File: config.mk
export PLATFORM = sky130hd
export DESIGN_NAME = flash_verify_request_parser
export DESIGN_NICKNAME = d
export VERILOG_FILES = /design/src/hw/rtl/fvrp_pkg.sv /design/src/hw/rtl/flash_verify_request_parser.sv /design/src/hw/rtl/fvrp_core.sv
export SDC_FILE = /design/constraint.sdc
export NUM_CORES = 1
export LEC_CHECK = 0
export BUFFER_PORTS_ARGS = -buffer_cell sky130_fd_sc_hd__buf_4
export CORE_ASPECT_RATIO = 0.9
export CORE_UTILIZATION = 38
export CTS_BUF_LIST = sky130_fd_sc_hd__clkbuf_4 sky130_fd_sc_hd__clkbuf_8 sky130_fd_sc_hd__clkbuf_16
export DETAILED_ROUTE_END_ITERATION = 16
export GPL_TIMING_DRIVEN = 1
export PLACE_DENSITY = 0.66
export SLEW_MARGIN = 10
export SYNTH_ARGS = -nofsm -noshare
export SYNTH_HDL_FRONTEND = slang
export SYNTH_SLANG_ARGS = --single-unit
File: constraint.sdc
create_clock -name clk -period 3.6 [get_ports clk]
set_input_delay 0.72 -clock clk [delete_from_list [all_inputs] [get_ports clk]]
set_output_delay 0.72 -clock clk [all_outputs]
set_load 0.01 [all_outputs]
File: src/hw/rtl/fvrp_pkg.sv
`timescale 1ns / 1ps
`default_nettype none
// ----------------------------------------------------------------------------
// Flash verify request parser package
// Shared widths and the result type for one parsed item.
// ----------------------------------------------------------------------------
package fvrp_pkg;

    localparam int BYTE_W = 8;
    localparam int ADDR_W = 32;
    localparam int VAL_W  = 16;
    localparam int CNT_W  = 8;

    localparam logic KIND_PAGE   = 1'b0;
    localparam logic KIND_CONFIG = 1'b1;

    typedef struct packed {
        logic              accepted;
        logic              record_valid;
        logic              record_kind;
        logic [ADDR_W-1:0] record_address;
        logic [VAL_W-1:0]  record_value;
        logic              request_done;
    } fvrp_result_t;

endpackage
`default_nettype wire

File: src/hw/rtl/flash_verify_request_parser.sv
`timescale 1ns / 1ps
`default_nettype none
// Results are registered in the output entry, or in the skid entry while it is stalled.
// Throughput: one item per cycle; a two-entry output buffer keeps input flowing.
// The input stalls only when both output entries hold results not yet taken.
// Reset: asynchronous, active low; the parser returns to the page count phase
// and the output buffer is emptied.
// ----------------------------------------------------------------------------
// Flash verify request parser
// Parses a byte stream of page checksum and config word records.
// ----------------------------------------------------------------------------
module flash_verify_request_parser (
    input  wire logic                        clk,
    input  wire logic                        rst_n,
    input  wire logic                        in_valid,
    output logic                             in_ready,
    input  wire logic [fvrp_pkg::BYTE_W-1:0] in_byte,
    output logic                             out_valid,
    input  wire logic                        out_ready,
    output logic                             accepted,
    output logic                             record_valid,
    output logic                             record_kind,
    output logic [fvrp_pkg::ADDR_W-1:0]      record_address,
    output logic [fvrp_pkg::VAL_W-1:0]       record_value,
    output logic                             request_done
);
    import fvrp_pkg::*;

    fvrp_result_t result;
    fvrp_result_t out_data_reg;
    fvrp_result_t skid_data_reg;
    logic         out_valid_reg;
    logic         skid_valid_reg;
    logic         in_fire;
    logic         out_stalled;

    assign in_ready    = !skid_valid_reg;
    assign in_fire     = in_valid && in_ready;
    assign out_stalled = out_valid_reg && !out_ready;

    fvrp_core u_core (
        .clk     (clk),
        .rst_n   (rst_n),
        .step    (in_fire),
        .in_byte (in_byte),
        .result  (result)
    );

    always_ff @(posedge clk or negedge rst_n)
    begin
        if (!rst_n)
        begin
            out_valid_reg  <= 1'b0;
            skid_valid_reg <= 1'b0;
        end
        else
        begin
            if (skid_valid_reg)
            begin
                if (out_ready)
                begin
                    skid_valid_reg <= 1'b0;
                end
            end
            else if (in_fire)
            begin
                if (out_stalled)
                begin
                    skid_valid_reg <= 1'b1;
                end
                else
                begin
                    out_valid_reg <= 1'b1;
                end
            end
            else if (out_ready)
            begin
                out_valid_reg <= 1'b0;
            end
        end
    end

    always_ff @(posedge clk)
    begin
        if (skid_valid_reg)
        begin
            if (out_ready)
            begin
                out_data_reg <= skid_data_reg;
            end
        end
        else if (in_fire)
        begin
            if (out_stalled)
            begin
                skid_data_reg <= result;
            end
            else
            begin
                out_data_reg <= result;
            end
        end
    end

    assign out_valid      = out_valid_reg;
    assign accepted       = out_data_reg.accepted;
    assign record_valid   = out_data_reg.record_valid;
    assign record_kind    = out_data_reg.record_kind;
    assign record_address = out_data_reg.record_address;
    assign record_value   = out_data_reg.record_value;
    assign request_done   = out_data_reg.request_done;

endmodule
`default_nettype wire

File: src/hw/rtl/fvrp_core.sv
`timescale 1ns / 1ps
`default_nettype none
// ----------------------------------------------------------------------------
// Flash verify request parser core
// Holds the parse state and computes the result of each byte combinationally.
// ----------------------------------------------------------------------------
module fvrp_core (
    input  wire logic                       clk,
    input  wire logic                       rst_n,
    input  wire logic                       step,
    input  wire logic [fvrp_pkg::BYTE_W-1:0] in_byte,
    output fvrp_pkg::fvrp_result_t          result
);
    import fvrp_pkg::*;

    typedef enum logic [2:0] {
        PH_PAGE_COUNT = 3'd0,
        PH_WORD_COUNT = 3'd1,
        PH_PAGE_ADDR  = 3'd2,
        PH_PAGE_SUM   = 3'd3,
        PH_CFG_ADDR   = 3'd4,
        PH_CFG_VAL    = 3'd5,
        PH_DONE       = 3'd6
    } phase_t;

    phase_t            phase_reg, phase_next;
    logic [CNT_W-1:0]  pages_left_reg, pages_left_next;
    logic [CNT_W-1:0]  words_left_reg, words_left_next;
    logic [ADDR_W-1:0] address_accum_reg, address_accum_next;
    logic [VAL_W-1:0]  value_accum_reg, value_accum_next;
    logic [1:0]        byte_index_reg, byte_index_next;

    logic [ADDR_W-1:0] address_merged;
    logic [VAL_W-1:0]  value_merged;

    assign address_merged = address_accum_reg
                          | ({{(ADDR_W-BYTE_W){1'b0}}, in_byte} << {byte_index_reg, 3'b000});
    assign value_merged   = value_accum_reg
                          | ({{(VAL_W-BYTE_W){1'b0}}, in_byte} << {byte_index_reg[0], 3'b000});

    always_comb
    begin
        phase_next         = phase_reg;
        pages_left_next    = pages_left_reg;
        words_left_next    = words_left_reg;
        address_accum_next = address_accum_reg;
        value_accum_next   = value_accum_reg;
        byte_index_next    = byte_index_reg;
        result             = '0;
        result.accepted    = 1'b1;

        unique case (phase_reg)
            PH_PAGE_COUNT:
            begin
                pages_left_next = in_byte;
                phase_next      = PH_WORD_COUNT;
            end
            PH_WORD_COUNT:
            begin
                words_left_next = in_byte;
                if (pages_left_reg != '0)
                begin
                    pages_left_next    = pages_left_reg - CNT_W'(1);
                    phase_next         = PH_PAGE_ADDR;
                    address_accum_next = '0;
                    byte_index_next    = 2'd3;
                end
                else if (in_byte != '0)
                begin
                    words_left_next    = in_byte - CNT_W'(1);
                    phase_next         = PH_CFG_ADDR;
                    address_accum_next = '0;
                    byte_index_next    = 2'd3;
                end
                else
                begin
                    phase_next = PH_DONE;
                end
            end
            PH_PAGE_ADDR, PH_CFG_ADDR:
            begin
                address_accum_next = address_merged;
                if (byte_index_reg == 2'd0)
                begin
                    phase_next       = (phase_reg == PH_PAGE_ADDR) ? PH_PAGE_SUM : PH_CFG_VAL;
                    value_accum_next = '0;
                    byte_index_next  = 2'd1;
                end
                else
                begin
                    byte_index_next = byte_index_reg - 2'd1;
                end
            end
            PH_PAGE_SUM, PH_CFG_VAL:
            begin
                value_accum_next = value_merged;
                if (!byte_index_reg[0])
                begin
                    result.record_valid   = 1'b1;
                    result.record_kind    = (phase_reg == PH_CFG_VAL) ? KIND_CONFIG : KIND_PAGE;
                    result.record_address = address_accum_reg;
                    result.record_value   = value_merged;
                    if (phase_reg == PH_PAGE_SUM && pages_left_reg != '0)
                    begin
                        pages_left_next    = pages_left_reg - CNT_W'(1);
                        phase_next         = PH_PAGE_ADDR;
                        address_accum_next = '0;
                        byte_index_next    = 2'd3;
                    end
                    else if (words_left_reg != '0)
                    begin
                        words_left_next    = words_left_reg - CNT_W'(1);
                        phase_next         = PH_CFG_ADDR;
                        address_accum_next = '0;
                        byte_index_next    = 2'd3;
                    end
                    else
                    begin
                        phase_next = PH_DONE;
                    end
                end
                else
                begin
                    byte_index_next = 2'd0;
                end
            end
            default:
            begin
                result.accepted = 1'b0;
            end
        endcase

        result.request_done = (phase_next == PH_DONE);
    end

    always_ff @(posedge clk or negedge rst_n)
    begin
        if (!rst_n)
        begin
            phase_reg         <= PH_PAGE_COUNT;
            pages_left_reg    <= '0;
            words_left_reg    <= '0;
            address_accum_reg <= '0;
            value_accum_reg   <= '0;
            byte_index_reg    <= '0;
        end
        else if (step)
        begin
            phase_reg         <= phase_next;
            pages_left_reg    <= pages_left_next;
            words_left_reg    <= words_left_next;
            address_accum_reg <= address_accum_next;
            value_accum_reg   <= value_accum_next;
            byte_index_reg    <= byte_index_next;
        end
    end

endmodule
`default_nettype wire
==> key figures, run 1 <==
Outcome
  • Run status: completed

Drt
  • DRC: 0
  • WL/cell: 16.4 µm
  • Drt initial violations: 541
  • Antenna Nets Post-Route: 0
  • Routed WL: 18.0 mm
  • TritonRoute pass-1 iters: 5
  • Vias post-DR: 5788
  • Vias per cell: 5.27

CTS
  • Root buffer cell: clkbuf_16
  • CTS clock-pin slew for the worst setup and hold paths: 0.07 ns
  • Setup Fix Bufs, Post-CTS: 0
  • CTS H-tree depth: 4
  • Num CTS Buffers: 17
  • CTS hold repair buffers: 0
  • Clock Latency Late Sink: 0.44 ns
  • Clock tree sinks: 175
  • CTS max path bufs: 2
  • CTS tree: yes
  • # resized after CTS: 0

STA
  • RSZ-0062 raised after global routing: false
  • Fin crit share: 76.8%
  • WHS: 0.399 ns
  • Setup violators final: 0
  • Max-slew violations: 0
  • Fmax: 362 MHz
  • Final Hold Viols: 0
  • Setup TNS: 0 ns
  • Final setup margin: 0.836 ns
  • Final clock skew: 0.0124 ns
  • Rel. slew slack: 21.2%
  • Fin crit period: 2.76 ns
  • Least-Margin Pin Slew: 1.18 ns

Final layout
  • Layout cells sized above 1: 17.5%
  • Largest register FFs: 52
  • Non-filler instance count after layout: 1099
  • Fin nets: 815
  • Final antenna diode count: 0
  • Layout area overhead: 15.0%
  • Final Cell Area: 9370 µm²
  • Filler cell count: 1991
  • Final core utilization: 44.8%

Place
  • Worst slack, placed: 0.590 ns
  • DPL Wire Length: 11.7 mm
  • I/O Buffers: 65
  • DP Area: 8810 µm²
  • Placed insts: 1067
  • Final RePlAce weighted congestion: 0.937

Yosys
  • Yosys warns: 0
  • Mean Syn Cell Area: 10.7 µm²
  • Seq/Total Area, Yosys: 60.1%
  • Primary FF master, synth: edfxtp_1
  • Mapped Cells: 765
  • Post-synth cell types: 68
  • Syn_nets: 780
  • EDFF count, synth: 104
  • Synth async-reset ratio: 40.6%
  • Yosys reg bits: 175
  • Mapped Area: 8150 µm²

Floorplan
  • Die area: 22000 µm²
  • Die H: 141 µm
  • Num ports: 66
  • Die width: 156 µm
  • Row count: 50
  • Core area: 20900 µm²
  • Initial Util: 39.0%

Global route
  • Initial antenna violation count: 0
  • Vias in the first global route: 5311
  • Grt total ovfl: 0
  • Largest net degree at the start of global routing: 82
  • Total GRT Usage: 17.1%
  • First-pass GRT wire length: 29.0 mm

Critical path
  • Crit Path Max Fanout: 17
  • Critical path data arrival time: 3.05 ns
  • Worst Setup End Kind: flip-flop
  • Crit Path Class: flip-flop to flip-flop
  • Setup slack, reg-to-reg: 0.84 ns
  • WP data required: 3.88 ns
  • CP Launch Type: flip-flop

Power
  • Final Power: 6.36 mW
  • Worst VDD drop: 0.363 mV
  • Pwr Density: 679 nW/µm²
  • Leakage power: 3.65 nW

Flow run
  • Max-capacitance violation count: 0

Worst hold path
  • Hold Path Class: primary input to asynchronous set/reset pin
==> synthesized netlist by cell type (all sizes together) (3+ instances only) <==
master / instances / area share, %
dfrtp: 71 / 22
o21ai: 48 / 2.9
clkbuf: 48 / 2.3
xor2: 4 / 0.43
and3: 5 / 0.38
o211ai: 5 / 0.52
nor3: 12 / 0.80
mux2: 11 / 1.5
nand2b: 4 / 0.31
nand4: 4 / 0.31
nand3: 14 / 0.86
o2111ai: 8 / 0.86
inv: 48 / 2.2
ha: 3 / 0.46
a22o: 6 / 0.64
buf: 13 / 1.4
nand2: 77 / 3.6
or4: 4 / 0.37
o31ai: 44 / 4.1
nor2: 82 / 3.8
o31a: 3 / 0.34
a21oi: 81 / 5.0
nor4: 7 / 0.91
edfxtp: 104 / 38
nor3b: 7 / 0.64
and2: 10 / 0.77
==> path summary, 6_finish.rpt <==
path                                                  from                           end  depth (start not counted)
max in group asynchronous                            rst_n                skid_valid_reg                          1
worst max register to register    u_core.pages_left_reg[0]  u_core.address_accum_reg[17]                          7
min in group clk                u_core.value_accum_reg[15]    u_core.value_accum_reg[15]                          2
worst max-delay path              u_core.pages_left_reg[0]  u_core.address_accum_reg[17]                          7
worst min register to register  u_core.value_accum_reg[15]    u_core.value_accum_reg[15]                          2
worst min-delay path                                 rst_n      u_core.words_left_reg[4]                          1
==> logic make-up after synthesis <==
kind of cell,Yosys count,synth area share (%)
simple gates,238,13.9
compound gates,220,17.1
flops,175,60.1
buf+inv,110,6.03
mux,13,1.77
xor+xnor,6,0.645
fa+ha+maj,3,0.461
==> worst max-delay path, stage by stage, from the launching register on <==
cell	delay, ns
dfrtp_1	0.39
inv_1	0.10
ha_1	0.24
or3b_2	0.53
nor2_1	0.39
a21oi_1	0.43
o21ai_0	0.41
a21oi_1	0.12
==> placed cells by master, fill, tap and decap left out, drive strengths merged, types with 14 or more instances in the layout <==
| cell type | synthesis | final |
|---|---|---|
| edfxtp | 104 | 104 |
| nor2 | 82 | 82 |
| a21oi | 81 | 81 |
| buf | 13 | 78 |
| nand2 | 77 | 77 |
| dfrtp | 71 | 71 |
| inv | 48 | 58 |
| o21ai | 48 | 48 |
| o31ai | 44 | 44 |
| clkbuf | 48 | 18 |
| nand3 | 14 | 14 |
==> cell type report <==
cell class,instances,area [µm²],area share [%]
clock buffers,18,439,4.69
clock inverters,14,119,1.27
multi-input cells,480,2760,29.5
repair buffers,78,611,6.52
inverters,48,180,1.92
well taps,286,358,3.82
flip-flops and latches,175,4900,52.3
==> power breakdown <==
part / internal [mW] / leakage, nW / switching (mW)
logic: 0.580 / 1.50 / 1.08
clock network: 0.926 / 0.273 / 0.843
registers: 2.67 / 1.88 / 0.261
total: 4.18 / 3.65 / 2.18
==> routing by layer <==
layer	track usage, %	vias to the layer above	routed length, µm	part of all wire [%]
met1	24.6	2776	8540	47
met3	3.20	31	824	4.6
li1	-	2822	-	-
met5	0	-	0	0
met2	25.1	159	8230	46
met4	7.33	0	435	2.4
Note: power is estimated with default switching activity, not from simulation.
==> run 2, diff against run 1 <==
- ABC_AREA: default -> 1
- PLACE_DENSITY: 0.66 -> 0.68
- clock period: 3.6 -> 2.2 ns (I/O delays scaled with it)
==> run 2 against run 1 <==
  * First-iteration DRC count fell by 26%
  * Final cell count grew 21%
  * Global-route usage down 0.21 points
  * Worst hold slack worse by 0.19 ns
  * Setup slack got worse by 0.67 ns
  * Combinational power grew 100%
  * Via count grew 9.6%
  * Clock skew decreased by 0.0031 ns
  * Synthesized cell count increased by 23%
  * Power is 74% higher
  * Critical endpoint is now in_ready
  * Largest power group unchanged
==> key figures, run 2 <==
Outcome
  • Run status: completed

Power
  • Switch share: 35.8% (+1.5 points)
  • Switching Power: 3.96 mW (+82%)
  • Logic pwr share: 30.7% (+4.7 points)
  • Pwr Density: 1080 nW/µm² (+60%)
  • Int Power: 7.11 mW (+70%)
  • Worst VDD drop: 0.657 mV (+81%)
  • Clock power frac: 28.0% (+0.2 points)
  • Seq pwr share: 41.3% (-4.8 points)
  • Final Power: 11.1 mW (+74%)
  • Leakage power: 4.36 nW (+20%)

Yosys
  • Mapped Area: 8610 µm² (+5.7%)
  • Syn_nets: 957 (+23%)
  • Synth async-reset ratio: 40.6% (unchanged)
  • Post-synth cell types: 39 (-43%)
  • Synth top cells by count: nand2_1, edfxtp_1, nor2_1
  • Top-count cell post-synth: nand2_1
  • Yosys reg bits: 175 (unchanged)
  • EDFF count, synth: 104 (unchanged)
  • Yosys warns: 0 (unchanged)
  • Primary FF master, synth: edfxtp_1
  • Area share of the largest cell type after synthesis: 36.3% (-2.1 points)
  • Seq/Total Area, Yosys: 56.9% (-3.2 points)
  • Mapped Cells: 942 (+23%)
  • Synth area leaders: edfxtp_1, dfrtp_1, nand2_1
  • Mean Syn Cell Area: 9.14 µm² (-14%)
  • Dominant cell type by area after synthesis: edfxtp_1

STA
  • Fin crit share: 92.6%
  • Max-slew violations: 0 (unchanged)
  • Setup violators final: 0 (unchanged)
  • Rel. slew slack: 62.1% (+41 points)
  • Setup TNS: 0 ns (unchanged)
  • Final Hold Viols: 0 (unchanged)
  • Fmax: 491 MHz
  • Final clock skew: 0.00930 ns (-0.00306 ns)
  • Least-Margin Pin Slew: 0.569 ns (-0.613 ns)
  • RSZ-0062 raised after global routing: false
  • Fin crit period: 2.04 ns

CTS
  • Num CTS Buffers: 17 (unchanged)
  • Clock Latency Late Sink: 0.43 ns (about the same)
  • Setup Fix Bufs, Post-CTS: 0 (unchanged)
  • CTS tree: yes
  • CTS max path bufs: 2 (unchanged)
  • CTS clock-pin slew for the worst setup and hold paths: 0.07 ns (about the same)
  • Root buffer cell: clkbuf_16
  • CTS H-tree depth: 4 (unchanged)
  • Clock tree sinks: 175 (unchanged)

Critical path
  • Crit Path Class: flip-flop to output pin
  • CP Launch Type: flip-flop
  • CP max stage cell: buf_4
  • Crit-path max cell delay: 0.44 ns (-0.09 ns)
  • Worst Setup End Kind: output pin
  • Crit-path leading delay family: buffers and inverters
  • WP data required: 1.76 ns (-2.12 ns)
  • Crit path cell chain: inv_2, buf_4, buf_4
  • Worst R2R Path Depth: 11 (+4)
  • Crit Path Max Fanout: 53 (+36)
  • Cell count along the critical path: 3 (-4)
  • Crit-path most repeated cell: buf_4
  • Critical path data arrival time: 1.60 ns (-1.45 ns)
  • Buf/Inv on CP: 3 (+2)

Final layout
  • Layout area overhead: 18.7%
  • Layout cells sized above 1: 22.8% (+5.4 points)
  • Commonest non-fill, non-tap cell in the layout: nand2_1
  • FF/Latch Area: 4900 µm² (about the same)
  • Largest register FFs: 52 (unchanged)
  • Fin nets: 1036 (+27%)
  • Final antenna diode count: 0 (unchanged)
  • Final core utilization: 46.6% (+1.7 points)
  • Most frequent cells in the layout: nand2_1, edfxtp_1, buf_4
  • Non-filler instance count after layout: 1325 (+21%)
  • Multi-input logic area: 3230 µm² (+17%)
  • Filler cell count: 2080 (+4.5%)

Drt
  • Routed WL: 18.5 mm (+2.6%)
  • Drt initial violations: 402 (-26%)
  • Antenna Nets Post-Route: 0 (unchanged)
  • WL/cell: 14.0 µm (-15%)
  • TritonRoute pass-1 iters: 5 (unchanged)
  • Vias post-DR: 6341 (+9.6%)
  • Vias per cell: 4.79 (-9.1%)
  • DRC: 0 (unchanged)

Floorplan
  • Die width: 161 µm (+2.8%)
  • Num ports: 66 (unchanged)
  • Die area: 23300 µm² (+5.6%)
  • Core area: 22000 µm² (+5.1%)
  • Row count: 51 (+2.0%)
  • Die H: 145 µm (+2.8%)
  • Initial Util: 39.2% (+0.24 points)

Worst hold path
  • Hold path depth: 2
  • Hold Path Class: primary input to flip-flop

Global route
  • Total GRT Usage: 16.9% (-0.21 points)
  • Initial antenna violation count: 0 (unchanged)
  • Largest net degree at the start of global routing: 56 (-32%)
  • First-pass GRT wire length: 30.6 mm (+5.4%)
  • Vias in the first global route: 6006 (+13%)
  • Grt total ovfl: 0 (unchanged)

Place
  • Final RePlAce weighted congestion: 0.917 (-2.1%)
  • I/O Buffers: 65 (unchanged)
  • Placed insts: 1292 (+21%)
  • DPL Wire Length: 12.5 mm (+7.6%)

Flow run
  • Max-capacitance violation count: 0 (unchanged)
run 2: worst paths after layout:
check / from / slack (ns) / endpoint
min in group asynchronous: rst_n / 0.46 / u_core.words_left_reg[6]
worst min-delay path: out_ready / 0.21 / skid_valid_reg
max in group asynchronous: rst_n / 1.15 / u_core.address_accum_reg[10]
worst max register to register: u_core.pages_left_reg[0] / 0.17 / u_core.address_accum_reg[30]
worst max-delay path: skid_valid_reg / 0.16 / in_ready
worst min register to register: u_core.value_accum_reg[0] / 0.49 / u_core.value_accum_reg[0]
run 2: layout make-up:
| cell class | count | share of cell area, % |
|---|---|---|
| clock buffers | 18 | 4.23 |
| clock inverters | 14 | 1.69 |
| inverters | 71 | 2.64 |
| multi-input cells | 654 | 31.6 |
| flip-flops and latches | 175 | 47.9 |
| well taps | 291 | 3.56 |
| repair buffers | 102 | 8.37 |
run 2: power by group through the flow:
| stage | Clock, mW | Combinational, mW | Sequential (mW) |
|---|---|---|---|
| 2_1_floorplan | 0 | 2.37 | 4.63 |
| 3_3_place_gp | 0 | 3.33 | 4.62 |
| 3_5_place_dp | 0 | 3.41 | 4.63 |
| 4_1_cts | 3.15 | 3.43 | 4.57 |
| 5_1_grt | 3.28 | 3.79 | 4.65 |
| 6_report | 3.10 | 3.40 | 4.57 |
run 2: cell families (layout without fill, tap and decap cells):
logic type	count (synthesis)	in the layout	share of synthesized area (%)
compound gates	133	133	9.88
fa+ha+maj	3	3	0.436
buf+inv	113	205	5.83
simple gates	515	515	26.7
flops	175	175	56.9
xor+xnor	3	3	0.305
run 2: worst register-to-register path, stage by stage, from the launching register on:
cell	delay, ns
dfrtp_1	0.38
inv_1	0.09
ha_1	0.21
nand2_1	0.14
nor2_4	0.29
nand2_1	0.13
nor2_2	0.15
nor2_2	0.08
nand3_4	0.09
buf_12	0.25
nand2_2	0.09
o21ai_2	0.06
run 2: repair_timing:
item                                   CTS  global route
endpoints found under the hold margin   28             0
resized for setup                        0             0
setup endpoints to repair                0             0
hold buffers                             1             0
run 2: per-stage QoR:
step / hold slack [ns] / worst slack [ns] / cell area [µm²]
2_1_floorplan: 0.144 / -0.313 / 8620
3_3_place_gp: 0.397 / 0.222 / 9610
3_5_place_dp: 0.395 / 0.156 / 9610
4_1_cts: 0.196 / 0.163 / 10200
5_1_grt: 0.218 / 0.0262 / 10200
6_report: 0.210 / 0.162 / 10200
run 2: layer usage:
metal / GRT usage [%] / wire length [µm]
met5: 0 / 0
met4: 4.67 / 162
met3: 3.39 / 741
met2: 27.7 / 8890
met1: 22.8 / 8710
==> run 3, diff against run 2 <==
- CORE_MARGIN: default -> 2
- PLACE_DENSITY: 0.68 -> default
==> run 3 against run 2 <==
  * Cell area shrank 0.17%
  * Flip-flop and latch count is the same
  * Sequential share of layout area grew 0.083 points
==> key figures, run 3 (synthesis results as in run 2) <==
Global route
  • Grt total ovfl: 0 (unchanged)
  • Total GRT Usage: 16.6% (-0.29 points)
  • Initial antenna violation count: 0 (unchanged)
  • Largest net degree at the start of global routing: 54 (-3.6%)
  • First-pass GRT wire length: 30.9 mm (+1.0%)
  • Vias in the first global route: 5944 (-1.0%)

Floorplan
  • Die H: 147 µm (+1.4%)
  • Row count: 52 (+2.0%)
  • Core area: 22400 µm² (+2.0%)
  • Initial Util: 38.5% (-0.75 points)
  • Die area: 23900 µm² (+2.6%)
  • Die width: 163 µm (+1.2%)
  • Num ports: 66 (unchanged)

CTS
  • CTS hold repair buffers: 1 (unchanged)
  • CTS H-tree depth: 4 (unchanged)
  • Clock Latency Late Sink: 0.43 ns (about the same)
  • CTS tree: yes
  • # resized after CTS: 0 (unchanged)
  • CTS max path bufs: 2 (unchanged)
  • Root buffer cell: clkbuf_16
  • Num CTS Buffers: 17 (unchanged)
  • Setup Fix Bufs, Post-CTS: 0 (unchanged)
  • CTS clock-pin slew for the worst setup and hold paths: 0.07 ns (about the same)
  • Clock tree sinks: 175 (unchanged)

Critical path
  • CP Launch Type: flip-flop
  • WP data required: 1.76 ns (about the same)
  • Crit Path Class: flip-flop to output pin
  • Worst Setup End Kind: output pin
  • Crit Path Max Fanout: 53 (unchanged)
  • Critical path data arrival time: 1.58 ns (-0.02 ns)

Drt
  • Drt initial violations: 523 (+30%)
  • Vias per cell: 4.76 (-0.51%)
  • TritonRoute pass-1 iters: 5 (unchanged)
  • DRC: 0 (unchanged)
  • Antenna Nets Post-Route: 0 (unchanged)
  • WL/cell: 14.2 µm (+1.9%)
  • Vias post-DR: 6337 (-0.063%)
  • Routed WL: 19.0 mm (+2.4%)

Final layout
  • Final core utilization: 45.6% (-0.97 points)
  • Multi-input logic area: 3230 µm² (unchanged)
  • Commonest non-fill, non-tap cell in the layout: nand2_1
  • Non-filler instance count after layout: 1331 (+0.45%)
  • Most frequent cells in the layout: nand2_1, edfxtp_1, buf_4
  • Filler cell count: 2153 (+3.5%)
  • Fin nets: 1036 (unchanged)
  • FF/Latch Area: 4900 µm² (unchanged)
  • Largest register FFs: 52 (unchanged)
  • Layout cells sized above 1: 22.9% (+0.097 points)
  • Layout area overhead: 18.5%
  • Final antenna diode count: 0 (unchanged)

Place
  • DPL Wire Length: 13.0 mm (+3.3%)
  • Placed insts: 1298 (+0.46%)
  • I/O Buffers: 65 (unchanged)
  • Final RePlAce weighted congestion: 0.853 (-7.0%)

Power
  • Pwr Density: 1090 nW/µm² (+0.26%)
  • Worst VDD drop: 0.618 mV (-5.9%)
  • Leakage power: 4.36 nW (-0.11%)

STA
  • Fin crit period: 2.02 ns (-0.0158 ns)
  • Final clock skew: 0.00985 ns (+0.000549 ns)
  • RSZ-0062 raised after global routing: false
  • Setup violators final: 0 (unchanged)
  • Rel. slew slack: 61.8% (-0.27 points)
  • Least-Margin Pin Slew: 0.573 ns (+0.00400 ns)
  • Fmax: 495 MHz (+0.78%)
  • Fin crit share: 91.9% (-0.72 points)
  • Final Hold Viols: 0 (unchanged)
  • Max-slew violations: 0 (unchanged)

Flow run
  • Max-capacitance violation count: 0 (unchanged)

Worst hold path
  • Hold Path Class: primary input to flip-flop

Outcome
  • Run status: completed
==> run 3: worst paths after layout <==
check                                               start                     endpoint  slack, ns  cells after the start
max in group asynchronous                           rst_n  u_core.address_accum_reg[8]       1.12                      3
min in group asynchronous                           rst_n     u_core.pages_left_reg[1]       0.48                      2
worst min register to register  u_core.value_accum_reg[4]    u_core.value_accum_reg[4]       0.48                      2
worst min-delay path                            out_ready               skid_valid_reg       0.22                      2
worst max-delay path                       skid_valid_reg                     in_ready       0.18                      3
worst max register to register   u_core.pages_left_reg[0]             skid_data_reg[0]       0.26                      9
==> run 3: layer usage <==
metal	share of wire (%)	track usage, %	wire [µm]
met5	0	0	0
met1	47	23.0	8990
met4	1.2	4.69	235
met2	47	26.4	8960
met3	4.0	3.53	767
==> run 3: critical path, cell delays in order (launching register included) <==
cell and delay (ns):
dfrtp_1 0.39, inv_2 0.06, buf_4 0.47, buf_4 0.23
==> run 3: final cells by class <==
class                           instances  share of cell area [%]
Multi-Input combinational cell        654                    31.6
Tap cell                              297                    3.64
Clock inverter                         14                    1.69
Sequential cell                       175                    48.0
Clock buffer                           18                    4.24
Inverter                               71                    2.65
Timing Repair Buffer                  102                    8.14
==> run 3: power by group <==
group | internal, mW | switching, mW | leakage, nW | total, mW
Clock | 1.74 | 1.38 | 0.298 | 3.11
Combinational | 1.19 | 2.20 | 2.13 | 3.39
Sequential | 4.19 | 0.396 | 1.93 | 4.58
==> run 3: stage by stage <==
step	setup slack (ns)	hold WS, ns	power, mW	setup TNS (ns)	cell area, µm²
after floorplan	-0.313	0.144	7.00	-30.63	8620
after global placement	0.289	0.405	7.99	0	9590
after detailed placement	0.270	0.403	8.05	0	9590
after CTS	0.143	0.202	11.2	0	10200
after global routing	0.0767	0.206	11.8	0	10200
final	0.178	0.220	11.1	0	10200
